**src/rtl/brb_pkg.sv**
```systemverilog
// ----------------------------------------------------------------------------
// brb_pkg
// Shared sizes, command codes and controller/datapath interface types for
// the byte ring buffer.
// ----------------------------------------------------------------------------
package brb_pkg;

    localparam int SLOTS          = 16384;
    localparam int MAX_READ_CHUNK = 64;

    localparam int IDX_W  = $clog2(SLOTS);
    localparam int BYTE_W = 8;
    localparam int LEN_W  = 14;
    localparam int CNT_W  = 14;
    localparam int CMD_W  = 3;
    // arithmetic width for counts: holds SLOTS and any index plus any length
    localparam int CALC_W = ((IDX_W > CNT_W) ? IDX_W : CNT_W) + 1;
    localparam int LEFT_W = $clog2(MAX_READ_CHUNK + 1);

    localparam logic [CMD_W-1:0] CMD_PUT    = 3'd0;
    localparam logic [CMD_W-1:0] CMD_GET    = 3'd1;
    localparam logic [CMD_W-1:0] CMD_PEEK   = 3'd2;
    localparam logic [CMD_W-1:0] CMD_CLEAR  = 3'd3;
    localparam logic [CMD_W-1:0] CMD_STATUS = 3'd4;

    typedef struct packed {
        logic accept;      // input item taken this cycle
        logic imm_load;    // load a single immediate result
        logic imm_acc;     // accepted flag of that result (non-put)
        logic do_put;
        logic do_clear;
        logic start_read;  // load read pointer and byte count
        logic rd_commit;   // get: move the read index past the bytes
        logic issue;       // read one byte from the store
        logic issue_last;
    } ctrl_t;

    typedef struct packed {
        logic s1_valid;     // read data stage holds a byte
        logic s1_free_next; // read data stage can take a byte next cycle
        logic out_free;     // output register can be loaded
        logic read_len_ok;  // get/peek length within limits
        logic len_zero;
        logic left_last;    // one byte left to issue
    } status_t;

endpackage

```
**src/rtl/brb_ctrl.sv**
```systemverilog
// ----------------------------------------------------------------------------
// brb_ctrl
// Command decode and read sequencer: idle accepts items, read issues one
// store read per cycle while the read data stage has room.
// ----------------------------------------------------------------------------
module brb_ctrl (
    input  logic                         aclk,
    input  logic                         aresetn,
    input  logic                         s_valid,
    output logic                         s_ready,
    input  logic [brb_pkg::CMD_W-1:0]    s_command,
    input  brb_pkg::status_t             status,
    output brb_pkg::ctrl_t               ctrl
);

    localparam logic ST_IDLE = 1'b0;
    localparam logic ST_READ = 1'b1;

    logic state_reg;
    logic state_next;

    always_comb begin
        ctrl       = '0;
        state_next = state_reg;
        s_ready    = 1'b0;
        case (state_reg)
            ST_IDLE: begin
                s_ready     = !status.s1_valid && status.out_free;
                ctrl.accept = s_valid && s_ready;
                if (ctrl.accept) begin
                    case (s_command)
                        brb_pkg::CMD_PUT: begin
                            ctrl.imm_load = 1'b1;
                            ctrl.do_put   = 1'b1;
                        end
                        brb_pkg::CMD_GET, brb_pkg::CMD_PEEK: begin
                            if (!status.read_len_ok) begin
                                ctrl.imm_load = 1'b1;
                            end else if (status.len_zero) begin
                                ctrl.imm_load = 1'b1;
                                ctrl.imm_acc  = 1'b1;
                            end else begin
                                ctrl.start_read = 1'b1;
                                ctrl.rd_commit  = (s_command == brb_pkg::CMD_GET);
                                state_next      = ST_READ;
                            end
                        end
                        brb_pkg::CMD_CLEAR: begin
                            ctrl.imm_load = 1'b1;
                            ctrl.imm_acc  = 1'b1;
                            ctrl.do_clear = 1'b1;
                        end
                        brb_pkg::CMD_STATUS: begin
                            ctrl.imm_load = 1'b1;
                            ctrl.imm_acc  = 1'b1;
                        end
                        default: begin
                            ctrl.imm_load = 1'b1;
                        end
                    endcase
                end
            end
            ST_READ: begin
                ctrl.issue      = status.s1_free_next;
                ctrl.issue_last = status.left_last;
                if (ctrl.issue && status.left_last) begin
                    state_next = ST_IDLE;
                end
            end
            default: begin
                state_next = ST_IDLE;
            end
        endcase
    end

    always_ff @(posedge aclk) begin
        if (!aresetn) begin
            state_reg <= ST_IDLE;
        end else begin
            state_reg <= state_next;
        end
    end

endmodule

```
**config.mk**
```make
export PLATFORM = sky130hd
export DESIGN_NAME = brb_ctrl
export DESIGN_NICKNAME = d
export VERILOG_FILES = /design/src/rtl/brb_pkg.sv /design/src/rtl/brb_ctrl.sv
export SDC_FILE = /design/constraint.sdc
export NUM_CORES = 1
export LEC_CHECK = 0
export BUFFER_PORTS_ARGS = -buffer_cell sky130_fd_sc_hd__buf_2
export CAP_MARGIN = 25
export CORE_AREA = 5 5 42 44
export CTS_CLUSTER_DIAMETER = 40
export CTS_CLUSTER_SIZE = 8
export DETAILED_ROUTE_END_ITERATION = 8
export DIE_AREA = 0 0 47 49
export GPL_ROUTABILITY_DRIVEN = 0
export PLACE_DENSITY_LB_ADDON = 0.2
export SLEW_MARGIN = 30
export SYNTH_ARGS = -nofsm -noshare
export SYNTH_HDL_FRONTEND = slang
export SYNTH_SLANG_ARGS = --single-unit
```
**constraint.sdc**
```tcl
create_clock -name aclk -period 1.5 [get_ports aclk]
set_clock_uncertainty 0.05 [all_clocks]
set_input_delay 0.375 -clock aclk [delete_from_list [all_inputs] [get_ports aclk]]
set_output_delay 0.375 -clock aclk [all_outputs]
set_load 0.05 [all_outputs]
```
# == After elaboration in Yosys (flattened, before gate mapping) ==
# Index checks and enable logic that the tools add are counted.
# word_totals
reg_bits,1
elab_cells,33
inputBits,12
# classes
n_reduce_logical,7
n_eq_ne,4
mux,20
n_bitwise,1
# op_table
cell,count
$mux W1,11
$mux W2,5
$mux W7,1
$eq A3 B2 Y1 const B,2
$mux W6,1
$pmux W1 S2,2
$reduce_or A2 Y1,2
$eq A3 B1 Y1 const B,1
$eq A3 B3 Y1 const B,1
$logic_and A1 B1 Y1,3
$logic_not A3 Y1,1
$logic_not A1 Y1,1
$not A1 Y1,1

# == Longest topological paths before layout ==
# Gate-level depths: netlist of the first run.
# depth
depth_word,6
mapped_depth,3
mapped_depth_nobuf,3

# == Worst setup path after synthesis of the first run ==
# No wires, ideal clock.
# synth_path
kind,input to output
start,input s_command[2] (netlist name)
end,output ctrl[2] (netlist name)
path_buffers,0
slack_ns,-1.206
arrival_time_ns,2.281
path_stages,2
cell_sequence,or3b_4 > nor4_1
# synth_rtl
item,line_no,rtl
"start, declared",brb_ctrl.sv:11,"input logic [brb_pkg::CMD_W-1:0] s_command,"
"end, declared",brb_ctrl.sv:13,output brb_pkg::ctrl_t ctrl

==> impl_metrics.csv, run 1 <==
group,metric,value,unit
place,dpl_worst_slack,-332,ps
timing,grt_setup_unrepaired,"yes",
timing,period_minus_slack,1740,ps
place,io_buffers,21,
yosys,synth-seq-cells,1,
cells_and_area,fin_nets,68,
cells_and_area,largest_reg_flops,1,
power,p_leak,0.000243,µW
yosys,synth_top_area_share,15.5,%
status,outcome,"finished, violations left",
detailed_routing,wl,754,µm
yosys,avgSynthCellArea,7.72,µm²
detailed_routing,via_per_inst,4.29,
setup_path,ff2ff_path_depth,4,
floorplanning,die-area,2300,µm²
setup_path,worstReg2RegStart,"state_reg",
yosys,synth_top_cell_by_area,"nand4bb_4",
setup_path,critPathLaunch,"s_command[2]",
worst_hold_path,hold_depth,2,
setup_path,crit_top_cell,"buf_6",
setup_path,cpLargestDelayFamily,"simple AND/OR/NAND/NOR gates",
setup_path,path_depth,4,
timing,tns,-1470,ps
global_routing,grt_first_pass_wirelength,1.20,mm
setup_path,worstPathMaxFanout,3,
cts,path_clk_slew,0,ps
timing,fin_crit_sh,116,%
yosys,synth.distinct_cells,16,
worst_hold_path,min-delay-start,"aresetn",
power,p_per_area,271,nW/µm²
global_routing,grt_pass1_vias,286,
floorplanning,placementRows,14,
setup_path,max_stage_delay,440,ps
run,maxCapViolCount,0,
yosys,synth_nets,35,
timing,worst_slack,-238,ps
cells_and_area,layout-area-overhead-vs-synth,213,%
global_routing,grt_max_degree,7,
detailed_routing,drt_pass1_iterations,1,
yosys,synth.area.top_cells,"nand4bb_4 15%, dfxtp_1 11%, nor4_1 11%, and2_1 7.0%, inv_1 6.3%",
global_routing,antenna_found_initial,0,
floorplanning,io_pins,22,
status,violations,"negative setup slack",
yosys,synth_cells,23,
setup_path,critPathSlowestCell,"or3b_4",
cells_and_area,multiInputGateArea,236,µm²
setup_path,startpoint_type,"input pin",
timing,hold_slack,538,ps
timing,max_freq,575,MHz
setup_path,cp_num_buf_inv,2,
setup_path,required,1070,ps
cells_and_area,seqCellArea,20.0,µm²
floorplanning,die_x,47,µm
cells_and_area,fillers,152,
cts,hold_buffers,0,
detailed_routing,routedWlPerCell,10.8,µm
timing,drv_slew,0,
global_routing,grt_use_total,6.47,%
timing,hold_viol,0,
cells_and_area,antenna_cells,0,
setup_path,critical_path.cell_chain,"buf_6 > or3b_4 > nor3_4 > buf_6",
setup_path,arrival,1310,ps
place,dpl.hpwl,597,µm
floorplanning,start_util,12.7,%
cells_and_area,layout-drive-gt1-share,79.6,%
yosys,syn_area,178,µm²
floorplanning,coreArea,1400,µm²
timing,slew_headroom,83.2,%
setup_path,setup.worst_path.end_class,"primary output",
yosys,ys_warn_count,0,
detailed_routing,drc,0,
yosys,ys_seq_area_share,11.3,%
power,ir_worst_vdd,0.138,mV
worst_hold_path,holdCritPathClass,"in -> reg",
cts,clock_latency,0,ps
power,power.total,150,µW
setup_path,path_class,"in -> out",
detailed_routing,route.antenna.remaining_nets,0,
detailed_routing,via_count,300,
global_routing,grt-ovfl-total,0,
timing,setup_viol,7,
floorplanning,die_height,49,µm
detailed_routing,dr.first_iter.drc_count,0,
timing,worst_slew_pin_slew,251,ps
layout by cell type, fill, tap and decap left out, drive strengths merged:
| master | netlist | final |
|---|---|---|
| a21boi | 1 | 1 |
| a21oi | 1 | 1 |
| a31oi | 1 | 1 |
| and2 | 2 | 2 |
| and3 | 1 | 1 |
| buf | 0 | 31 |
| clkinvlp | 0 | 1 |
| dfxtp | 1 | 1 |
| inv | 3 | 2 |
| nand4bb | 1 | 1 |
| nor2 | 2 | 2 |
| nor3 | 1 | 1 |
| nor3b | 1 | 1 |
| nor4 | 3 | 3 |
| o21a | 1 | 1 |
| o21ai | 2 | 2 |
| or3b | 1 | 1 |
| xnor2 | 1 | 1 |
worst paths after layout:
check                            endpoint  slack [ps]
worst max-delay path              ctrl[3]        -240
worst min-delay path            state_reg         540
worst max register to register  state_reg         310
worst min register to register  state_reg         720
logic make-up (layout without fill, tap and decap cells):
group | Yosys count | in the layout | synth area share, %
simple gates | 12 | 12 | 57.0
compound gates | 6 | 6 | 20.4
buf+inv | 3 | 34 | 6.34
xor+xnor | 1 | 1 | 4.93
flops | 1 | 1 | 11.3
metrics by stage:
| step | area (µm²) | utilization, % | cells |
|---|---|---|---|
| 2_1_floorplan | 250 | - | 23 |
| 3_3_place_gp | 428 | 30.5 | 67 |
| 3_5_place_dp | 428 | 30.5 | 67 |
| 4_1_cts | 514 | 36.7 | 68 |
| 5_1_grt | 556 | 39.6 | 70 |
| 6_report | 556 | 39.6 | 70 |
report_power, final:
part           internal [µW]  switching (µW)  leakage, µW
registers               27.3           0.108   0.00000806
logic                   59.4            63.6     0.000235
clock network              0               0            0
total                   86.8            63.7     0.000243
timing repair:
item                                    in CTS  in global routing
setup buffers                                1                  3
pin swaps                                    5                  6
endpoints found under the setup margin       7                  8
resized for setup                           21                  7
gates cloned                                 0                  0
synthesized netlist by cell type:
| cell type | number |
|---|---|
| a31oi_1 | 1 |
| o21ai_0 | 2 |
| nor3_2 | 1 |
| nor2_1 | 2 |
| o21a_1 | 1 |
| and3_1 | 1 |
| or3b_4 | 1 |
| a21oi_1 | 1 |
| nor3b_1 | 1 |
| nor4_1 | 3 |
| xnor2_1 | 1 |
| nand4bb_4 | 1 |
| inv_1 | 3 |
| dfxtp_1 | 1 |
| a21boi_0 | 1 |
| and2_1 | 2 |
final cells by class:
type / instances / share of cell area (%)
tap: 16 / 3.60
multi-input combinational: 19 / 42.6
timing repair buffer: 31 / 47.5
sequential: 1 / 3.60
inverter: 3 / 2.70
layer usage:
layer,wire (µm),vias to the layer above,global-route usage [%]
li1,-,151,-
met1,262,128,9.21
met2,359,21,10.4
met3,132,0,1.48
met4,0,0,0
met5,0,-,0
No activity file was read; power rests on OpenSTA's default activity.
==> run 2, diff against run 1 <==
--- a/config.mk
+++ b/config.mk
@@ -5,6 +5,7 @@
 export SDC_FILE = /design/constraint.sdc
 export NUM_CORES = 1
 export LEC_CHECK = 0
+export ABC_CLOCK_PERIOD_IN_PS = 1500
 export BUFFER_PORTS_ARGS = -buffer_cell sky130_fd_sc_hd__buf_2
 export CAP_MARGIN = 25
 export CORE_AREA = 5 5 42 44
@@ -14,6 +15,7 @@
 export DIE_AREA = 0 0 47 49
 export GPL_ROUTABILITY_DRIVEN = 0
 export PLACE_DENSITY_LB_ADDON = 0.2
+export SKIP_LAST_GASP = 1
 export SLEW_MARGIN = 30
 export SYNTH_ARGS = -nofsm -noshare
 export SYNTH_HDL_FRONTEND = slang
==> run 2 against run 1 <==
The flow still finishes with violations (negative setup slack). Critical path type unchanged. Sequential power about the same. Flip-flop and latch count stayed put. Cell area grew 0.45%. Die area unchanged. Highest routed layer unchanged. Utilization rose by 0.18 points. First-iteration DRC count unchanged.
==> impl_metrics.csv, run 2 (synthesized netlist as in run 1, its figures left out) <==
group,metric,value,unit
cells_and_area,final_cell_area,558,µm²
global_routing,grt-busiest-layer,"met2",
cells_and_area,final_cell_mix,"11 x buf_2, 10 x buf_6, 10 x buf_4",
floorplanning,coreArea,1400,µm²
status,violations,"negative setup slack",
detailed_routing,routedWlPerCell,10.4,µm
cells_and_area,fin_nets,70,
cells_and_area,layout-area-overhead-vs-synth,214,%
timing,worst_slew_pin_slew,252,ps
detailed_routing,route.antenna.remaining_nets,0,
cts,hold_buffers,0,
worst_hold_path,holdCritPathClass,"in -> reg",
timing,drv_slew,0,
global_routing,antenna_found_initial,0,
global_routing,grt-ovfl-total,0,
global_routing,grt_use_total,6.33,%
cts,path_clk_slew,0,ps
detailed_routing,drt_pass1_iterations,1,
global_routing,grt_max_degree,7,
power,ir_worst_vdd,0.138,mV
timing,hold_viol,0,
timing,max_freq,572,MHz
setup_path,ff2ff_setup_slack,240,ps
setup_path,critPathLaunch,"s_command[2]",
power,p_per_area,265,nW/µm²
timing,period_minus_slack,1750,ps
place,dpl.hpwl,597,µm
worst_hold_path,min_delay_worst_endpoint,"state_reg",
setup_path,reg2reg_to,"state_reg",
setup_path,worstPathMaxFanout,3,
floorplanning,die_height,49,µm
detailed_routing,via_per_inst,4.28,
worst_hold_path,hold_depth,2,
detailed_routing,via_count,308,
timing,tns,-1450,ps
setup_path,critical_path.cell_chain,"buf_6 > or3b_4 > buf_4 > nor2_4 > nor2_4 > buf_6",
cells_and_area,layout_commonest_cell,"buf_2",
cells_and_area,layout-drive-gt1-share,80.4,%
timing,grt_setup_unrepaired,"yes",
worst_hold_path,min-delay-start,"aresetn",
global_routing,grt_use_met3,1.48,%
global_routing,met2_usage,10.4,%
cts,clock_latency,0,ps
setup_path,required,1070,ps
detailed_routing,dr.first_iter.drc_count,0,
timing,setup_viol,9,
floorplanning,die-area,2300,µm²
setup_path,ff2ff_path_depth,5,
floorplanning,io_pins,22,
setup_path,max_stage_delay,420,ps
power,p_leak,0.000252,µW
setup_path,path_class,"in -> out",
timing,slew_headroom,83.1,%
cells_and_area,antenna_cells,0,
setup_path,setup.worst_path.end_class,"primary output",
global_routing,grt_use_met1,8.77,%
floorplanning,start_util,12.7,%
place,placed_area,428,µm²
setup_path,startpoint_type,"input pin",
global_routing,grt_first_pass_wirelength,1.18,mm
setup_path,arrival,1320,ps
setup_path,worstReg2RegStart,"state_reg",
timing,fin_crit_sh,117,%
floorplanning,die_x,47,µm
place,io_buffers,21,
detailed_routing,drc,0,
floorplanning,placementRows,14,
timing,worst_slack,-249,ps
global_routing,grt_pass1_vias,283,
run,maxCapViolCount,0,
setup_path,critPathSlowestCell,"or3b_4",
status,outcome,"finished, violations left",
detailed_routing,wl,749,µm
cells_and_area,fillers,153,
cells_and_area,largest_reg_flops,1,
run 2: area by class of cell:
type | instances | area, µm² | share of cell area, %
well taps | 16 | 20.0 | 3.59
multi-input cells | 19 | 230 | 41.3
flip-flops and latches | 1 | 20.0 | 3.59
repair buffers | 33 | 273 | 48.9
inverters | 3 | 15.0 | 2.69
run 2: stage by stage:
stage / cells / setup WS, ps / power, µW / utilization [%] / hold slack (ps)
2_1_floorplan: 23 / -337 / 77.4 / - / 443
3_3_place_gp: 67 / -346 / 124 / 30.5 / 539
3_5_place_dp: 67 / -332 / 123 / 30.5 / 536
4_1_cts: 68 / -228 / 137 / 35.9 / 541
5_1_grt: 72 / -281 / 156 / 39.8 / 556
6_report: 72 / -249 / 148 / 39.8 / 538
run 2: worst max path at each step:
stage / to / slack (ps) / cells past startpoint
final: ctrl[7] / -250 / 6
after global routing: ctrl[2] / -280 / 4
after CTS: ctrl[3] / -230 / 4
after detailed placement: ctrl[6] / -330 / 5
after global placement: ctrl[6] / -350 / 5
after floorplan: ctrl[2] / -340 / 2
run 2: layer usage:
metal	vias to the layer above	share of wire (%)
met3	0	17
met4	0	0
met2	21	47
li1	154	-
met1	133	36
met5	-	0
run 2: repair_timing:
item,4_1_cts,5_1_grt
cloned,0,0
buffers inserted,1,4
pin swaps,5,3
setup endpoints to repair,7,8
resized for setup,19,5
run 2: power by group:
part	switching, µW	internal [µW]	leakage, µW
clock network	0	0	0
registers	0.103	27.3	0.00000806
logic	62.7	57.8	0.000244
total	62.8	85.1	0.000252
run 2: worst max-delay path: cells and delay by family:
family | cells | cell delay, ps
simple gates | 3 | 560
buf+inv | 3 | 390
==> run 3, diff against run 2 <==
--- a/config.mk
+++ b/config.mk
@@ -14,7 +14,7 @@
 export DETAILED_ROUTE_END_ITERATION = 8
 export DIE_AREA = 0 0 47 49
 export GPL_ROUTABILITY_DRIVEN = 0
-export PLACE_DENSITY_LB_ADDON = 0.2
+export PLACE_DENSITY = 0.48
 export SKIP_LAST_GASP = 1
 export SLEW_MARGIN = 30
 export SYNTH_ARGS = -nofsm -noshare
==> run 3 against run 2 <==
The run still ends with negative setup slack left. Register-to-register slack worse by 120 ps. Combinational power up 5%. Wire length up 22%. Sequential power about the same. Maximum frequency down 0.40%. Critical path depth down 2. Final cell count up 6.9%. First-iteration DRC count unchanged. Cell area up 4.0%. Critical endpoint is now ctrl[2]. Highest routed layer unchanged.
==> impl_metrics.csv, run 3 (synthesized netlist as in run 1, its figures left out) <==
group,metric,value,unit
cts,hold_buffers,0,
cells_and_area,largest_reg_flops,1,
detailed_routing,dr.first_iter.drc_count,0,
setup_path,path_class,"in -> out",
power,pwr-share-seq,17.7,%
floorplanning,die_x,47,µm
timing,grt_setup_unrepaired,"yes",
timing,worst_slack,-256,ps
place,placed_area,450,µm²
global_routing,grt-ovfl-total,0,
timing,hold_viol,0,
cts,clock_latency,0,ps
setup_path,reg2reg_to,"state_reg",
global_routing,grt_max_degree,7,
setup_path,worstPathMaxFanout,3,
timing,worst_slew_pin_slew,311,ps
timing,fin_crit_sh,117,%
worst_hold_path,min_delay_worst_endpoint,"state_reg",
power,p_leak,0.000267,µW
floorplanning,start_util,12.7,%
status,violations,"negative setup slack",
cells_and_area,final_cell_mix,"16 x buf_4, 11 x buf_2, 10 x buf_6",
power,power.share.combinational,82.3,%
worst_hold_path,min-delay-start,"aresetn",
cells_and_area,fillers,154,
floorplanning,coreArea,1400,µm²
cells_and_area,layout-drive-gt1-share,80.3,%
cells_and_area,final_core_util,41.4,%
power,internal-power,89.8,µW
setup_path,setup.worst_path.end_class,"primary output",
timing,max_freq,569,MHz
global_routing,grt_first_pass_wirelength,1.41,mm
detailed_routing,wl,915,µm
detailed_routing,drt_pass1_iterations,1,
detailed_routing,routedWlPerCell,11.9,µm
worst_hold_path,holdCritPathClass,"in -> reg",
timing,slew_headroom,79.1,%
cells_and_area,fin_cells,77,
setup_path,startpoint_type,"input pin",
detailed_routing,via_per_inst,4.21,
timing,drv_slew,0,
setup_path,ff2ff_setup_slack,120,ps
power,p_sw,64.9,µW
floorplanning,io_pins,22,
cells_and_area,layout-area-overhead-vs-synth,227,%
floorplanning,placementRows,14,
detailed_routing,route.antenna.remaining_nets,0,
cells_and_area,fin_nets,75,
place,dpl.hpwl,726,µm
floorplanning,die_height,49,µm
timing,setup_viol,7,
place,dpl_worst_slack,-359,ps
setup_path,worstReg2RegStart,"state_reg",
global_routing,grt_pass1_vias,327,
cts,path_clk_slew,0,ps
power,p_per_area,266,nW/µm²
setup_path,arrival,1330,ps
power,power.total,155,µW
timing,period_minus_slack,1760,ps
cells_and_area,final_cell_area,581,µm²
power,ir_worst_vdd,0.148,mV
worst_hold_path,hold_depth,2,
setup_path,required,1070,ps
cells_and_area,layout_commonest_cell,"buf_4",
global_routing,antenna_found_initial,0,
setup_path,ff2ff_path_depth,6,
power,p_sw_share,41.9,%
cells_and_area,antenna_cells,0,
global_routing,grt_use_total,7.80,%
place,dp_cells,70,
detailed_routing,drc,0,
power,pwr-share-clk,0,%
floorplanning,die-area,2300,µm²
place,io_buffers,21,
detailed_routing,via_count,324,
status,outcome,"finished, violations left",
run,maxCapViolCount,0,
==> run 3: cell count changes in the layout (fill, tap and decap cells not counted) <==
cell / delta
buf_8: -1
o21ai_1: +1
buf_4: +6
o21ai_0: -1
xnor2_2: -1
xnor2_1: +1
==> run 3: worst max-delay path by stage <==
| stage | endpoint | start | slack, ps | cells after the start |
|---|---|---|---|---|
| 2_1_floorplan | ctrl[2] | s_command[2] | -340 | 2 |
| 3_3_place_gp | ctrl[6] | status[5] | -360 | 5 |
| 3_5_place_dp | ctrl[6] | status[5] | -360 | 5 |
| 4_1_cts | ctrl[2] | s_command[2] | -260 | 4 |
| 5_1_grt | ctrl[2] | status[1] | -290 | 4 |
| 6_report | ctrl[2] | status[1] | -260 | 4 |
==> run 3: final cells by class <==
type	instances	area (µm²)	share of cell area, %
multi-input cells	19	223	38.4
repair buffers	38	303	52.2
flip-flops and latches	1	20.0	3.45
inverters	3	15.0	2.59
well taps	16	20.0	3.45
==> run 3: metal layers <==
| metal | part of all wire, % | GRT usage (%) | wire length [µm] | vias to the layer above |
|---|---|---|---|---|
| met5 | 0 | 0 | 0 | - |
| met2 | 49 | 13.8 | 448 | 22 |
| met3 | 15 | 2.21 | 134 | 0 |
| met1 | 36 | 9.61 | 332 | 140 |
| li1 | - | - | - | 162 |
| met4 | 0 | 0 | 0 | 0 |
==> run 3: power groups by stage <==
stage	combinational [µW]	clock, µW	sequential [µW]
2_1_floorplan	49.9	0	27.5
3_5_place_dp	103	0	27.4
6_report	127	0	27.4
3_3_place_gp	103	0	27.4
4_1_cts	118	0	27.4
5_1_grt	136	0	27.4
==> run 3: per-stage QoR <==
stage	setup TNS, ps	hold WS (ps)
after floorplan	-1370	443
after global placement	-2100	553
after detailed placement	-2150	542
after CTS	-1180	546
after global routing	-1600	560
final	-1270	537
==> run 3: timing repair <==
action / 4_1_cts / 5_1_grt
endpoints found under the setup margin: 7 / 8
buffers inserted: 4 / 3
gates resized for setup: 16 / 6
pin swaps: 5 / 5
==> run 3: worst max-delay path, stage by stage <==
cell and delay [ps]:
buf_6 90, or3b_4 440, nor4_4 230, buf_6 190
